### src/design/tag_nesting_validator_defines.svh
// Assertion macros shared by the tag nesting validator RTL.
// Depends on nothing; the macros expand to nothing when SYNTHESIS is defined.
`ifndef TAG_NESTING_VALIDATOR_DEFINES_SVH
`define TAG_NESTING_VALIDATOR_DEFINES_SVH

`ifndef SYNTHESIS
// Same-cycle implication, sampled on clk and disabled while in reset
`define TNV_ASSERT_NOW(label, ante, cons) \
	label: assert property (@(posedge clk) disable iff (!arst_n) (ante) |-> (cons)) \
		else $error("tag nesting validator check failed");
// Next-cycle implication, sampled on clk and disabled while in reset
`define TNV_ASSERT_NEXT(label, ante, cons) \
	label: assert property (@(posedge clk) disable iff (!arst_n) (ante) |=> (cons)) \
		else $error("tag nesting validator check failed");
`else
`define TNV_ASSERT_NOW(label, ante, cons)
`define TNV_ASSERT_NEXT(label, ante, cons)
`endif

`endif

### src/design/tnv_pkg.sv
// Package for the tag nesting validator: sizes, mode encodings, character codes
// and the CDATA header tables. Used by tnv_front, tnv_back and the top level.
package tnv_pkg;

	localparam int STACK_DEPTH  = 16;
	localparam int NAME_MAX_LEN = 9;
	localparam int LETTER_W     = 5;
	localparam int NAME_W       = LETTER_W * NAME_MAX_LEN;
	localparam int NAME_LEN_W   = $clog2(NAME_MAX_LEN + 1);
	localparam int CNT_W        = $clog2(STACK_DEPTH + 1);
	localparam int PTR_W        = (STACK_DEPTH > 1) ? $clog2(STACK_DEPTH) : 1;

	localparam logic [2:0] HDR_LEN = 3'd7;

	localparam logic [7:0] CH_LT    = 8'h3C;
	localparam logic [7:0] CH_GT    = 8'h3E;
	localparam logic [7:0] CH_BANG  = 8'h21;
	localparam logic [7:0] CH_SLASH = 8'h2F;
	localparam logic [7:0] CH_RBRK  = 8'h5D;
	localparam logic [7:0] CH_LBRK  = 8'h5B;
	localparam logic [7:0] CH_HASH  = 8'h23;
	localparam logic [7:0] CH_CAP_A = 8'h41;
	localparam logic [7:0] CH_CAP_Z = 8'h5A;

	typedef enum logic [1:0] {
		FM_NORMAL,
		FM_HDR_UP,
		FM_HDR_LO,
		FM_BODY
	} front_mode_t;

	typedef enum logic [2:0] {
		PM_FIRST,
		PM_TEXT,
		PM_LT,
		PM_OPEN,
		PM_CLOSE,
		PM_FAIL
	} parse_mode_t;

	// Tokens handed from the CDATA filter to the tag parser for one request
	typedef struct packed {
		logic       lt_tok;      // a held '<' goes to the parser first
		logic       ch_tok;      // then this character
		logic [7:0] ch;
		logic       hdr_fail;    // CDATA header mismatch
		logic       lt_next;     // a '<' is still held after this request
		logic       normal_next; // filter back in normal mode after this request
	} front_tok_t;

	// Upper case CDATA header, one character per position
	function automatic logic [7:0] hdr_upper(input logic [2:0] k);
		logic [7:0] c;
		unique case (k)
			3'd0:    c = CH_LBRK;
			3'd1:    c = 8'h43;
			3'd2:    c = 8'h44;
			3'd3:    c = 8'h41;
			3'd4:    c = 8'h54;
			3'd5:    c = 8'h41;
			default: c = CH_LBRK;
		endcase
		return c;
	endfunction

	// Lower case CDATA header, one character per position
	function automatic logic [7:0] hdr_lower(input logic [2:0] k);
		logic [7:0] c;
		unique case (k)
			3'd0:    c = CH_LBRK;
			3'd1:    c = 8'h63;
			3'd2:    c = 8'h64;
			3'd3:    c = 8'h61;
			3'd4:    c = 8'h74;
			3'd5:    c = 8'h61;
			default: c = CH_LBRK;
		endcase
		return c;
	endfunction

	function automatic logic is_cap(input logic [7:0] c);
		return (c >= CH_CAP_A) && (c <= CH_CAP_Z);
	endfunction

endpackage

### src/design/tag_nesting_validator.sv
// Tag nesting validator: one byte per request, one verdict on the last byte.
// Throughput: one byte per cycle, set by the filter and parser update, unless a last byte
// must wait for an earlier verdict not yet taken. A last byte passes the input register, then the output register.
// The verdict sits in an output register while the next text's bytes are accepted.
// Reset: arst_n clears all control state at once; the tag stack needs no clearing.
`include "tag_nesting_validator_defines.svh"
module tag_nesting_validator import tnv_pkg::*; (
	input  logic       clk,
	input  logic       arst_n,
	input  logic       in_valid,
	output logic       in_ready,
	input  logic [7:0] char_byte,
	input  logic       last_char,
	output logic       out_valid,
	input  logic       out_ready,
	output logic       is_valid
);

	logic       valid_s1;
	logic [7:0] char_s1;
	logic       last_s1;
	logic       out_valid_q;
	logic       is_valid_q;
	logic       adv;
	logic       failed;
	logic       ok;
	logic       step;
	logic       clear;
	front_tok_t tok;

	// Advance the input stage unless a verdict would overrun a waiting one
	assign adv      = valid_s1 && (!last_s1 || !out_valid_q || out_ready);
	assign in_ready = !valid_s1 || adv;
	assign step     = adv && !failed;
	assign clear    = adv && last_s1;

	// Hold the accepted request in the input register
	always_ff @(posedge clk or negedge arst_n) begin
		if (!arst_n) begin
			valid_s1 <= 1'b0;
		end else if (in_ready) begin
			valid_s1 <= in_valid;
		end
	end

	always_ff @(posedge clk) begin
		if (in_valid && in_ready) begin
			char_s1 <= char_byte;
			last_s1 <= last_char;
		end
	end

	tnv_front u_front (
		.clk     (clk),
		.arst_n  (arst_n),
		.step    (step),
		.clear   (clear),
		.char_in (char_s1),
		.tok     (tok)
	);

	tnv_back u_back (
		.clk    (clk),
		.arst_n (arst_n),
		.step   (step),
		.clear  (clear),
		.tok    (tok),
		.failed (failed),
		.ok     (ok)
	);

	// Load the verdict on the last byte; drop it once taken
	always_ff @(posedge clk or negedge arst_n) begin
		if (!arst_n) begin
			out_valid_q <= 1'b0;
		end else if (clear) begin
			out_valid_q <= 1'b1;
		end else if (out_ready) begin
			out_valid_q <= 1'b0;
		end
	end

	always_ff @(posedge clk) begin
		if (clear) is_valid_q <= ok;
	end

	assign out_valid = out_valid_q;
	assign is_valid  = is_valid_q;

	// A last byte always leaves a verdict behind
	`TNV_ASSERT_NEXT(a_last_gives_result, valid_s1 && adv && last_s1, out_valid_q)
	// A byte that is not last never raises a verdict of its own
	`TNV_ASSERT_NEXT(a_no_spurious_result, adv && !last_s1 && out_valid_q && out_ready, !out_valid_q)
	// An accepted request always lands in the input stage
	`TNV_ASSERT_NEXT(a_accept_lands, in_valid && in_ready, valid_s1)

endmodule

### src/design/tnv_front.sv
// CDATA filter: holds '<' until the next byte, matches the CDATA header and
// collapses each CDATA section into one text token. Depends on tnv_pkg.
module tnv_front import tnv_pkg::*; (
	input  logic       clk,
	input  logic       arst_n,
	input  logic       step,
	input  logic       clear,
	input  logic [7:0] char_in,
	output front_tok_t tok
);

	front_mode_t mode_q, mode_n;
	logic        lt_q, lt_n;
	logic [2:0]  cnt_q, cnt_n;
	logic [1:0]  run_q, run_n;
	logic [2:0]  hdr_idx;
	logic        hit_up;
	logic        hit_lo;
	logic        bang;
	logic        body_end;

	// Clamp the header position and match this byte against both header spellings
	assign hdr_idx  = (cnt_q >= HDR_LEN) ? (HDR_LEN - 3'd1) : cnt_q;
	assign hit_up   = (mode_q == FM_HDR_UP) && (char_in == hdr_upper(hdr_idx));
	assign hit_lo   = (char_in == hdr_lower(hdr_idx)) &&
	                  (mode_q == FM_HDR_LO || hdr_idx == 3'd1);
	assign bang     = lt_q && (char_in == CH_BANG);
	assign body_end = (char_in == CH_GT) && (run_q == 2'd2);

	// Work out the next filter state for this byte
	always_comb begin
		mode_n = mode_q;
		lt_n   = lt_q;
		cnt_n  = cnt_q;
		run_n  = run_q;
		unique case (mode_q) inside
			FM_HDR_UP, FM_HDR_LO: begin
				if (hit_up || hit_lo) begin
					if (!hit_up) mode_n = FM_HDR_LO;
					cnt_n = hdr_idx + 3'd1;
					if (cnt_n == HDR_LEN) begin
						mode_n = FM_BODY;
						run_n  = 2'd0;
					end
				end else begin
					mode_n = FM_NORMAL;
				end
			end
			FM_BODY: begin
				if (char_in == CH_RBRK) begin
					if (run_q < 2'd2) run_n = run_q + 2'd1;
				end else if (body_end) begin
					mode_n = FM_NORMAL;
					run_n  = 2'd0;
				end else begin
					run_n = 2'd0;
				end
			end
			default: begin
				if (bang) begin
					mode_n = FM_HDR_UP;
					cnt_n  = 3'd0;
					lt_n   = 1'b0;
				end else begin
					lt_n = (char_in == CH_LT);
				end
			end
		endcase
	end

	// Hand the held '<' and this character to the parser
	always_comb begin
		tok.lt_tok   = 1'b0;
		tok.ch_tok   = 1'b0;
		tok.ch       = char_in;
		tok.hdr_fail = 1'b0;
		unique case (mode_q) inside
			FM_HDR_UP, FM_HDR_LO: begin
				tok.hdr_fail = !(hit_up || hit_lo);
			end
			FM_BODY: begin
				if (body_end) begin
					tok.ch_tok = 1'b1;
					tok.ch     = CH_HASH;
				end
			end
			default: begin
				tok.lt_tok = lt_q && !bang;
				tok.ch_tok = !bang && (char_in != CH_LT);
			end
		endcase
		tok.lt_next     = lt_n;
		tok.normal_next = (mode_n == FM_NORMAL);
	end

	// Advance the filter state; drop it back to reset after the last byte
	always_ff @(posedge clk or negedge arst_n) begin
		if (!arst_n) begin
			mode_q <= FM_NORMAL;
			lt_q   <= 1'b0;
			cnt_q  <= 3'd0;
			run_q  <= 2'd0;
		end else if (clear) begin
			mode_q <= FM_NORMAL;
			lt_q   <= 1'b0;
			cnt_q  <= 3'd0;
			run_q  <= 2'd0;
		end else if (step) begin
			mode_q <= mode_n;
			lt_q   <= lt_n;
			cnt_q  <= cnt_n;
			run_q  <= run_n;
		end
	end

endmodule

### src/design/tnv_back.sv
// Tag parser: checks names, nesting against the tag stack, the single root
// and trailing text, and forms the verdict. Depends on tnv_pkg.
module tnv_back import tnv_pkg::*; (
	input  logic       clk,
	input  logic       arst_n,
	input  logic       step,
	input  logic       clear,
	input  front_tok_t tok,
	output logic       failed,
	output logic       ok
);

	parse_mode_t             mode_q, mode_n;
	logic [NAME_W-1:0]       name_q, name_n;
	logic [NAME_LEN_W-1:0]   len_q, len_n;
	logic [CNT_W-1:0]        cnt_q, cnt_n;
	logic                    root_q, root_n;
	logic                    trail_q, trail_n;
	logic                    push;
	logic [NAME_W-1:0]       stack_mem [STACK_DEPTH];
	logic [CNT_W-1:0]        cnt_dec;
	logic [NAME_W-1:0]       top_name;

	assign cnt_dec  = cnt_q - CNT_W'(1);
	assign top_name = stack_mem[cnt_dec[PTR_W-1:0]];
	assign failed   = (mode_q == PM_FAIL);

	// Apply the held '<' first, then the character token
	always_comb begin
		logic letter_ok;
		mode_n  = mode_q;
		name_n  = name_q;
		len_n   = len_q;
		cnt_n   = cnt_q;
		root_n  = root_q;
		trail_n = trail_q;
		push    = 1'b0;

		if (tok.lt_tok) begin
			if (mode_n == PM_FIRST || mode_n == PM_TEXT) begin
				mode_n  = PM_LT;
				trail_n = 1'b0;
				name_n  = '0;
				len_n   = '0;
			end else begin
				mode_n = PM_FAIL;
			end
		end

		letter_ok = is_cap(tok.ch) && (len_n < NAME_LEN_W'(NAME_MAX_LEN));

		if (tok.ch_tok) begin
			unique case (mode_n) inside
				PM_FIRST, PM_TEXT: begin
					if (tok.ch == CH_LT) begin
						mode_n  = PM_LT;
						trail_n = 1'b0;
						name_n  = '0;
						len_n   = '0;
					end else if (mode_n == PM_FIRST) begin
						mode_n = PM_FAIL;
					end else begin
						trail_n = 1'b1;
					end
				end
				PM_LT: begin
					if (tok.ch == CH_SLASH) begin
						mode_n = PM_CLOSE;
					end else if (letter_ok) begin
						name_n = (name_n << LETTER_W) | NAME_W'(tok.ch[LETTER_W-1:0]);
						len_n  = len_n + NAME_LEN_W'(1);
						mode_n = PM_OPEN;
					end else begin
						mode_n = PM_FAIL;
					end
				end
				PM_OPEN, PM_CLOSE: begin
					if (tok.ch != CH_GT) begin
						if (letter_ok) begin
							name_n = (name_n << LETTER_W) | NAME_W'(tok.ch[LETTER_W-1:0]);
							len_n  = len_n + NAME_LEN_W'(1);
						end else begin
							mode_n = PM_FAIL;
						end
					end else if (mode_n == PM_OPEN) begin
						if ((cnt_q == '0 && root_q) || cnt_q >= CNT_W'(STACK_DEPTH)) begin
							mode_n = PM_FAIL;
						end else begin
							root_n = 1'b1;
							push   = 1'b1;
							cnt_n  = cnt_q + CNT_W'(1);
							mode_n = PM_TEXT;
						end
					end else begin
						if (len_n == '0 || cnt_q == '0 || top_name != name_n) begin
							mode_n = PM_FAIL;
						end else begin
							cnt_n  = cnt_dec;
							mode_n = PM_TEXT;
						end
					end
				end
				default: begin
					mode_n = PM_FAIL;
				end
			endcase
		end

		if (tok.hdr_fail) mode_n = PM_FAIL;
	end

	// Give the verdict as if this byte ends the text
	assign ok = (mode_n == PM_TEXT) && tok.normal_next && !tok.lt_next &&
	            (cnt_n == '0) && !trail_n;

	// Advance the parser state; drop it back to reset after the last byte
	always_ff @(posedge clk or negedge arst_n) begin
		if (!arst_n) begin
			mode_q  <= PM_FIRST;
			name_q  <= '0;
			len_q   <= '0;
			cnt_q   <= '0;
			root_q  <= 1'b0;
			trail_q <= 1'b0;
		end else if (clear) begin
			mode_q  <= PM_FIRST;
			name_q  <= '0;
			len_q   <= '0;
			cnt_q   <= '0;
			root_q  <= 1'b0;
			trail_q <= 1'b0;
		end else if (step) begin
			mode_q  <= mode_n;
			name_q  <= name_n;
			len_q   <= len_n;
			cnt_q   <= cnt_n;
			root_q  <= root_n;
			trail_q <= trail_n;
		end
	end

	// Write the open tag name on top of the stack
	always_ff @(posedge clk) begin
		if (step && push) stack_mem[cnt_q[PTR_W-1:0]] <= name_q;
	end

endmodule

### config.mk
export PLATFORM = sky130hd
export DESIGN_NAME = tag_nesting_validator
export DESIGN_NICKNAME = d
export VERILOG_FILES = /design/src/design/tnv_pkg.sv /design/src/design/tag_nesting_validator.sv /design/src/design/tnv_front.sv /design/src/design/tnv_back.sv
export VERILOG_INCLUDE_DIRS = /design/src /design/src/design
export SDC_FILE = /design/constraint.sdc
export NUM_CORES = 1
export LEC_CHECK = 0
export BUFFER_PORTS_ARGS = -buffer_cell sky130_fd_sc_hd__buf_2
export CORE_MARGIN = 2
export CORE_UTILIZATION = 55
export CTS_CLUSTER_DIAMETER = 40
export CTS_CLUSTER_SIZE = 12
export DETAILED_ROUTE_END_ITERATION = 10
export GPL_TIMING_DRIVEN = 0
export MAX_ROUTING_LAYER = met4
export PLACE_DENSITY = 0.71
export SYNTH_ARGS = -nofsm -noshare
export SYNTH_HDL_FRONTEND = slang
export SYNTH_SLANG_ARGS = --single-unit
### constraint.sdc
create_clock -name clk -period 14.4 [get_ports clk]
set_input_delay 2.88 -clock clk [delete_from_list [all_inputs] [get_ports clk]]
set_output_delay 2.88 -clock clk [all_outputs]
set_load 0.01 [all_outputs]
; After elaboration in Yosys (flattened, before gate mapping)
; Memories as Yosys holds them, arrays and structs flattened.
; Index checks and enable logic that the tools add are counted.
; W data, S select, Z words.
[totals]
register_bits = 79
ramBits = 720
inputBits = 13
out_inout_bits = 3
word_cells = 219
memories = 1
[op_classes]
addsub = 5
order_cmp = 6
n_eq_ne = 34
muxes = 101
n_bitwise = 1
n_reduce_logical = 56
[memory_table]
columns = name, depth, word_bits, rd, rd_clocked_by_memory_dff, write_ports, line
row1 = u_back.stack_mem, 16, 45, 1, 0, 1, tnv_back.sv:20  ; logic [NAME_W-1:0] stack_mem [STACK_DEPTH];
[op_table]
columns = op, count
row1 = $mux W45, 9
row2 = $pmux W45 S3, 1
row3 = $mux W3, 20
row4 = $ne A45 B45 Y1, 1
row5 = $or A45 B5 Y45, 1
row6 = $eq A8 B6 Y1 const B, 5
row7 = $mux W5, 8
row8 = $mux W4, 9
row9 = $mux W1, 30
row10 = $mux W2, 14
row11 = $pmux W6 S4, 1
row12 = $pmux W5 S4, 1
row13 = $logic_and A1 B1 Y1, 18
row14 = $eq A8 B7 Y1, 2
row15 = $ne A8 B6 Y1 const B, 2
row16 = $eq A3 B3 Y1 const B, 5
row17 = $eq A3 B1 Y1 const B, 4
row18 = $eq A3 B2 Y1 const B, 4
row19 = $pmux W4 S3, 1
row20 = $logic_not A5 Y1, 2
row21 = $reduce_bool A2 Y1, 5
row22 = $logic_or A1 B1 Y1, 9
row23 = $mux W9, 1
row24 = $pmux W3 S3, 1
row25 = 31 further kinds, 49

; Logic depth before layout (Yosys ltp)
; Gate-level depths: netlist of the first run.
[depth]
word_depth = 20
ltp_mapped = 23
depth_no_buf = 16

; Cells and area by module
; Synthesis of the first run repeated with hierarchy kept, for this count alone.
[unflattened]
cells_unflattened = 1919
hier_area_um2 = 33569.7
[modules_own_cells]
columns = mod, instances, cells_each, area_per_inst_um2, seq_area_each_um2
row1 = tnv_back, 1, 1771, 32168.4, 23097.2
row2 = tnv_front, 1, 127, 989.7, 200.2
row3 = tag_nesting_validator, 1, 21, 411.6, 350.3

; Worst setup path before layout of the first run
; Ideal clock, no wire load.
[synth_timing]
kind = input-to-reg
start = in out_ready
end = mem u_back.stack_mem[0][0] in the netlist's numbering, enable pin
setup_ns = 0.560
t_arrival_ns = 8.252
t_required_ns = 13.840
setup_slack_ns = 5.587
cell_stages = 4
n_path_buf = 0
cell_sequence = nand3b_1 o211ai_1 nor4_1 nor4bb_1
[synth_between]
elab_chain_cells = 6
[synth_rtl]
columns = item, line
row1 = "start, declared", tag_nesting_validator.sv:15  ; input logic out_ready,
row2 = $logic_or A1 B1 Y1, tag_nesting_validator.sv:32  ; assign adv = valid_s1 && (!last_s1 || !out_valid_q || out_ready);
row3 = $logic_and A1 B1 Y1, tag_nesting_validator.sv:32
row4 = $logic_and A1 B1 Y1, tag_nesting_validator.sv:34  ; assign step = adv && !failed;
row5 = $logic_and A1 B1 Y1, tnv_back.sv:144  ; if (step && push) stack_mem[cnt_q[PTR_W-1:0]] <= name_q;
row6 = $mux W1, tnv_back.sv:144
row7 = $mux W1 (not written as such), tnv_back.sv:144
row8 = "end, declared", tnv_back.sv:20
; Every way passes these cells.

; Worst setup path after layout of the first run
[layout_timing]
start = reg u_back.cnt_q[0]
end = reg is_valid_q, in the netlist is_valid (data pin)
[layout_between]
elab_chain_cells = 15
word_cells_on_any_way = 29
classes_between = 2 x add/sub / 1 x order compare / 2 x eq/ne / 13 x mux / 10 x reduce/logical / 1 x memory
[layout_rtl]
columns = item, line
row1 = "start, declared", tnv_back.sv:16  ; logic [CNT_W-1:0] cnt_q, cnt_n;
row2 = "start signal, assigned", tnv_back.sv:136  ; cnt_q <= cnt_n;
row3 = $sub A5 B1 Y5, tnv_back.sv:24  ; assign cnt_dec = cnt_q - CNT_W'(1);
row4 = $mem_v2 Z16 W45, n/a
row5 = $ne A45 B45 Y1, tnv_back.sv:95  ; if (len_n == '0 || cnt_q == '0 || top_name != name_n) begin
row6 = $logic_or A1 B1 Y1, tnv_back.sv:95
row7 = $mux W3, tnv_back.sv:95
row8 = $mux W3, tnv_back.sv:85  ; end else if (mode_n == PM_OPEN) begin
row9 = $mux W3, tnv_back.sv:78  ; if (tok.ch != CH_GT) begin
row10 = $pmux W3 S3, tnv_back.sv:53  ; unique case (mode_n) inside
row11 = $mux W3, tnv_back.sv:52  ; if (tok.ch_tok) begin
row12 = $mux W3, tnv_back.sv:109  ; if (tok.hdr_fail) mode_n = PM_FAIL;
row13 = $eq A3 B1 Y1, tnv_back.sv:113  ; assign ok = (mode_n == PM_TEXT) && tok.normal_next && !tok.lt_next &&
row14 = $logic_and A1 B1 Y1 (2 in series), tnv_back.sv:113
row15 = $logic_and A1 B1 Y1 (*), tnv_back.sv:113
row16 = $logic_and A1 B1 Y1 (*), tnv_back.sv:114  ; (cnt_n == '0) && !trail_n;
row17 = named net ok, tag_nesting_validator.sv:26  ; logic ok;
row18 = "end signal, assigned", tag_nesting_validator.sv:84  ; if (clear) is_valid_q <= ok;
row19 = "end, declared", tag_nesting_validator.sv:23  ; logic is_valid_q;
; The timed path passes the listed nets; every way through them passes the cells marked *.
; A chain may end at the register's enable or synchronous reset.

==> metrics.yaml, run 1 <==
status:
  status: "finished, final reports clean"
clock_tree:
  clock_path_buffers: 3
  cts-resized-gates: 0
  ctsHoldBuffers: 0
  tritoncts_num_sinks: 799
  clk_latency_ns: 0.66
  clkTransAtPathRegs_ns: 0.05
  h-tree-depth: 3
  cts_made_buffers: 100
  clock-root-buffer: "clkbuf_16"
  cts_setup_buffers: 0
  cts_tree: "done"
floorplan:
  start_util: 0.557
  coreArea_sq_um: 60400
  die_y_um: 251
  die_x_um: 251
  pin_count: 16
  rows: 90
  dieArea_sq_um: 63100
place:
  hpwl_um: 63400
  gp_congestion: 0.960
  io_buffer_count: 15
  place_ws_ns: 6.45
layout:
  final_util: 0.648
  nFillCells: 4053
  multi_input_area_sq_um: 9330
  layout_commonest_cell: "edfxtp_1"
  layout_common_cells: "730 x edfxtp_1, 159 x mux4_2, 100 x clkbuf_16, 93 x mux2i_1, 87 x nand3_1"
  areaGrowthSynthToFinish_pct: 16.3
  drive_gt1_frac: 0.229
  register_area_sq_um: 23600
  final_nets: 2130
sta:
  fin_setup_tns_ns: 0
  max_freq_ghz: 0.122
  rsz0062_at_grt: "false"
  finalHoldViolCount: 0
  setup_violations: 0
  slew_headroom: 0.0482
  tightest_slew_ns: 1.42
  period_needed_ns: 8.16
  fin_worst_skew_ns: 0.0136
  fin_ws_ns: 6.24
  hold_ws_ns: 0.487
  drv_slew: 0
  period_share: 0.567
drt:
  vias: 20300
  drt-wirelength-per-cell_um: 32.2
  initialDrtViolationCount: 2863
  route.detailed.drc: 0
  ant_nets: 0
  firstDrtPassIters: 6
  routed_via_density: 6.83
  drt_wl_total_um: 95700
hold_path:
  hold_class: "reg2reg"
  hp-start: "u_back.trail_q$_DFFE_PN0N_"
global_routing:
  antenna_found_initial: 0
  grt_max_degree: 63
  grt_pass1_wl_um: 138000
  grt_usage: 0.317
  grt_overflow: 0
  grt_pass1_vias: 19800
synth:
  yosys_warnings: 0
  ys_ff_latch: 799
  syn_area_per_cell_sq_um: 17.4
  synthArstFlopShare: 0.0864
  synth-edff-count: 730
  synthFlopType: "edfxtp_1"
  syn_area_sq_um: 33600
  ys_types: 91
  synthCells: 1927
  yosysSeqAreaShare: 0.704
  synth_nets: 1953
setup_path:
  worstPathRequired_ns: 14.83
  crit_family: "buffers and inverters"
  critPathLaunch: "u_back.cnt_q[0]$_DFFE_PN0N_"
  max_stage_delay_ns: 0.89
  r2r-start: "u_back.cnt_q[0]$_DFFE_PN0N_"
  critPathMaxFanout: 11
  reg2reg_setup_slack_ns: 6.24
  cp.arrival_ns: 8.59
  critical_path.cell_chain: "buf_6 > buf_6 > buf_6 > buf_6 > buf_6 > inv_1 > ha_1 > buf_2 > buf_4 > buf_2 > buf_4 > clkbuf_1 > mux4_2 > mux2i_1 > xnor2_1 > o311ai_0 > o211ai_1 > nor4_4 > nand3_4 > or4_1 > o211a_1 > nor4_2"
  crit_type: "reg2reg"
  cp-end-kind: "flip-flop"
  worst-path-buf-inv: 11
  startpoint_type: "flip-flop"
  cpMaxStageDelayCell: "clkbuf_1"
  cpMostUsedCell: "buf_6"
power_and_ir_drop:
  p_int_mw: 4.06
  ir_drop_v: 0.000124
  p_comb_frac: 0.016
  power.clock.fraction: 0.491
  leakage_nw: 12.9
  seqPwrFrac: 0.493
  switchingPower_mw: 1.06
  swShare: 0.207
  p_per_area_nw_per_um2: 131
job:
  cap_violations: 0
## registers in the layout, summed over array words and instances (netlist names), 2 cells and up
signal	flops
u_back.len_q	4
char_s1	8
u_front.mode_q	2
u_back.name_q	45
u_front.run_q	2
u_back.mode_q	3
u_back.cnt_q	5
u_back.stack_mem	720
u_front.cnt_q	3
## synthesized netlist by cell type, drive strengths merged, types with 7 or more instances
cell / n / area [sq um]
a2111oi: 9 / 85.1
nor3: 25 / 125
o31ai: 11 / 87.6
nand3: 88 / 453
nor2: 71 / 267
edfxtp: 730 / 21900
o21ai: 44 / 220
o211ai: 7 / 52.6
or3: 8 / 50.1
a21o: 9 / 67.6
nand2: 86 / 325
mux2: 13 / 146
a22o: 55 / 482
inv: 22 / 82.6
ha: 13 / 163
nor4: 12 / 109
mux2i: 94 / 953
a31oi: 11 / 68.8
buf: 70 / 480
nor2b: 12 / 75.1
and3: 10 / 62.6
a21oi: 45 / 225
nand3b: 7 / 52.6
xnor2: 9 / 78.8
o22ai: 18 / 113
nand4: 25 / 156
and2: 13 / 81.3
dfrtp: 69 / 1730
nor3b: 7 / 52.6
mux4: 159 / 3580
nand2b: 10 / 62.6
clkbuf: 47 / 176
## final timing paths
check                                                     end  cells past startpoint
min in group asynchronous         u_back.len_q[1]$_DFFE_PN0N_                      1
worst max-delay path                       is_valid$_DFFE_PP_                     22
worst min register to register     u_back.trail_q$_DFFE_PN0N_                      2
worst max register to register             is_valid$_DFFE_PP_                     22
worst min-delay path               u_back.trail_q$_DFFE_PN0N_                      2
max in group asynchronous       u_back.name_q[41]$_DFFE_PN0N_                      2
## power by group through the flow
stage	clock, mW	sequential [mW]	combinational [mW]
after floorplan	0	2.57	0.0505
after global placement	0	2.57	0.0771
after detailed placement	0	2.57	0.0789
after CTS	2.54	2.52	0.0796
after global routing	2.63	2.53	0.0876
final	2.52	2.53	0.0813
## worst reg2reg max path: cells and delay by family (launching register included)
family                   cells  cell delay, ns
buffers and inverters       11            3.50
AND/OR/NAND/NOR              4            1.67
AO/OA/AOI/OAI                3            1.13
multiplexers                 2            0.68
flip-flops                   1            0.51
adder cells (fa/ha/maj)      1            0.34
XOR/XNOR                     1            0.10
## layout make-up
class                      instances  area share
sequential                       799       0.605
buffer                           117      0.0168
inverter                          23     0.00221
timing repair buffer              75      0.0254
clock inverter                    68      0.0207
clock buffer                     115      0.0662
multi-input combinational        988       0.239
antenna                            1   0.0000640
tap                              782      0.0250
## through the flow
| stage | area (sq um) | cells | power (mW) |
|---|---|---|---|
| 3_3_place_gp | 34700 | 2724 | 2.65 |
| 5_1_grt | 39100 | 2967 | 5.25 |
| 4_1_cts | 39100 | 2967 | 5.14 |
| 6_report | 39100 | 2968 | 5.12 |
| 2_1_floorplan | 33600 | 1927 | 2.62 |
| 3_5_place_dp | 35700 | 2784 | 2.65 |
## metal layers
| metal | track usage | up-vias | wire (um) | share of wire |
|---|---|---|---|---|
| li1 | - | 8283 | - | - |
| met1 | 0.422 | 10400 | 36000 | 0.38 |
| met3 | 0.0711 | 299 | 10300 | 0.11 |
| met4 | 0.134 | 0 | 4600 | 0.048 |
| met2 | 0.479 | 1312 | 44700 | 0.47 |
| met5 | - | - | 0 | 0 |
## cells by family after synthesis
group | count (synthesis) | share of synthesized area
multiplexers | 266 | 0.139
adder cells (fa/ha/maj) | 13 | 0.00484
buffers and inverters | 140 | 0.0221
flip-flops | 799 | 0.704
XOR/XNOR | 14 | 0.00365
AO/OA/AOI/OAI | 290 | 0.0628
AND/OR/NAND/NOR | 405 | 0.0636
(Power assumes the default switching activity.)
==> run 2, diff against run 1 <==
Settings changed: PLACE_DENSITY 0.71 to 0.73.
Clock period 14.4 ns to 7.07 ns, I/O delays scaled along.
==> metrics.yaml, run 2 (synthesis gave the netlist of run 1 again) <==
layout:
  register_area_sq_um: 23600
  multi_input_area_sq_um: 9430
  instances_no_fill: 2957
  final_util: 0.651
  nFillCells: 4015
  final_nets: 2127
  design_area_sq_um: 39300
  largest_reg_flops: 720
  layout_common_cells: "730 x edfxtp_1, 159 x mux4_2, 99 x clkbuf_16, 87 x nand3_1, 85 x nand2_1"
  layout_commonest_cell: "edfxtp_1"
  drive_gt1_frac: 0.241
  areaGrowthSynthToFinish_pct: 16.9
setup_path:
  worstPathRequired_ns: 7.53
  crit_type: "reg2reg"
  worst-path-buf-inv: 10
  critPathMaxFanout: 10
  cpMaxStageDelayCell: "or4_1"
  cpMostUsedCell: "buf_6"
  crit_family: "buffers and inverters"
  cp.arrival_ns: 7.39
  cp-end-kind: "flip-flop"
  critical_path.cell_chain: "buf_6 > buf_6 > buf_6 > buf_8 > buf_6 > inv_1 > ha_1 > buf_2 > xor2_2 > buf_4 > buf_4 > buf_6 > mux4_2 > mux2i_1 > a21oi_1 > a311oi_1 > a21oi_1 > nor4_4 > nand3_4 > or4_1 > o211a_1 > nor4_2"
  max_stage_delay_ns: 0.56
  startpoint_type: "flip-flop"
place:
  place_ws_ns: -0.640
  gp_congestion: 0.964
  hpwl_um: 63700
  post-place-cells: 2784
  io_buffer_count: 15
  place_area_sq_um: 35800
sta:
  hold_ws_ns: 0.481
  tightest_slew_ns: 1.44
  finalHoldViolCount: 0
  rsz0062_at_grt: "false"
  period_share: 0.980
  max_freq_ghz: 0.144
  setup_violations: 0
  period_needed_ns: 6.93
  fin_worst_skew_ns: 0.0311
  slew_headroom: 0.0405
  fin_ws_ns: 0.140
  fin_setup_tns_ns: 0
  drv_slew: 0
power_and_ir_drop:
  power.clock.fraction: 0.492
  seqPwrFrac: 0.492
  p_total_mw: 10.5
  switchingPower_mw: 2.15
  p_comb_frac: 0.016
  swShare: 0.206
  p_per_area_nw_per_um2: 266
  leakage_nw: 12.8
  p_int_mw: 8.31
  ir_drop_v: 0.000319
clock_tree:
  cts_made_buffers: 98
  clk_latency_ns: 0.66
  cts_setup_buffers: 0
  ctsHoldBuffers: 0
  cts_tree: "done"
  clock_path_buffers: 3
  clkTransAtPathRegs_ns: 0.06
  clock-root-buffer: "clkbuf_16"
  tritoncts_num_sinks: 799
  h-tree-depth: 3
global_routing:
  grt_pass1_wl_um: 141000
  grt_max_degree: 65
  grt_usage: 0.324
  grt_overflow: 0
  antenna_found_initial: 3
  grt_pass1_vias: 20200
drt:
  drt-met1-wl_um: 36300
  drt_wl_total_um: 97400
  route.detailed.drc: 0
  ant_nets: 0
  highest_layer: "met4"
  firstDrtPassIters: 7
  routed_via_density: 6.92
  dr_wl_met2_um: 45600
  met3_wirelength_um: 10800
  vias: 20500
  drt-wirelength-per-cell_um: 32.9
  initialDrtViolationCount: 2923
floorplan:
  start_util: 0.557
  coreArea_sq_um: 60400
  rows: 90
  die_x_um: 251
  dieArea_sq_um: 63100
  pin_count: 16
  die_y_um: 251
hold_path:
  hold_class: "reg2reg"
status:
  status: "finished, final reports clean"
job:
  cap_violations: 0
run 2: cell count changes in the layout (fill, tap and decap cells not counted), sizes merged:
cell      delta
bufinv       +2
buf          -3
clkinv      -12
inv          -1
diode        +1
clkinvlp     +2
run 2: what timing repair did:
item / 4_1_cts / 5_1_grt
resized for setup: 29 / 27
pin swaps: 0 / 2
setup endpoints to repair: 7 / 5
endpoints found under the hold margin: 0 / 0
run 2: power by group through the flow:
stage / logic [mW] / clock network, mW / registers (mW)
global route: 0.181 / 5.35 / 5.14
floorplan: 0.103 / 0 / 5.23
detailed placement: 0.162 / 0 / 5.24
CTS: 0.163 / 5.17 / 5.14
finish: 0.167 / 5.14 / 5.14
global placement: 0.158 / 0 / 5.24
run 2: final timing paths:
check / start / end / slack, ns / depth (start not counted)
min reg2reg: u_back.trail_q$_DFFE_PN0N_ / u_back.trail_q$_DFFE_PN0N_ / 0.48 / 2
min in group asynchronous: arst_n / u_back.len_q[0]$_DFFE_PN0N_ / 0.57 / 1
min: u_back.trail_q$_DFFE_PN0N_ / u_back.trail_q$_DFFE_PN0N_ / 0.48 / 2
max: u_back.cnt_q[0]$_DFFE_PN0N_ / is_valid$_DFFE_PP_ / 0.14 / 22
max in group asynchronous: arst_n / u_back.name_q[36]$_DFFE_PN0N_ / 5.93 / 2
max reg2reg: u_back.cnt_q[0]$_DFFE_PN0N_ / is_valid$_DFFE_PP_ / 0.14 / 22
run 2: cell type report:
cell class	instances	area share
buffer	116	0.0181
tap	782	0.0249
antenna	2	0.000127
sequential	799	0.602
clock buffer	113	0.0654
timing repair buffer	75	0.0270
inverter	23	0.00220
multi-input combinational	988	0.240
clock inverter	59	0.0200
run 2: layer usage:
metal | vias to the layer above | track usage
met3 | 312 | 0.0787
li1 | 8279 | -
met1 | 10500 | 0.428
met4 | 0 | 0.131
met5 | - | -
met2 | 1366 | 0.490
run 2: worst register-to-register path, delay by kind of cell, from the launching register on:
| kind | cells | cell delay (ns) |
|---|---|---|
| simple gates | 4 | 1.51 |
| flops | 1 | 0.46 |
| mux | 2 | 0.80 |
| fa+ha+maj | 1 | 0.26 |
| compound gates | 4 | 0.87 |
| buf+inv | 10 | 2.55 |
| xor+xnor | 1 | 0.27 |
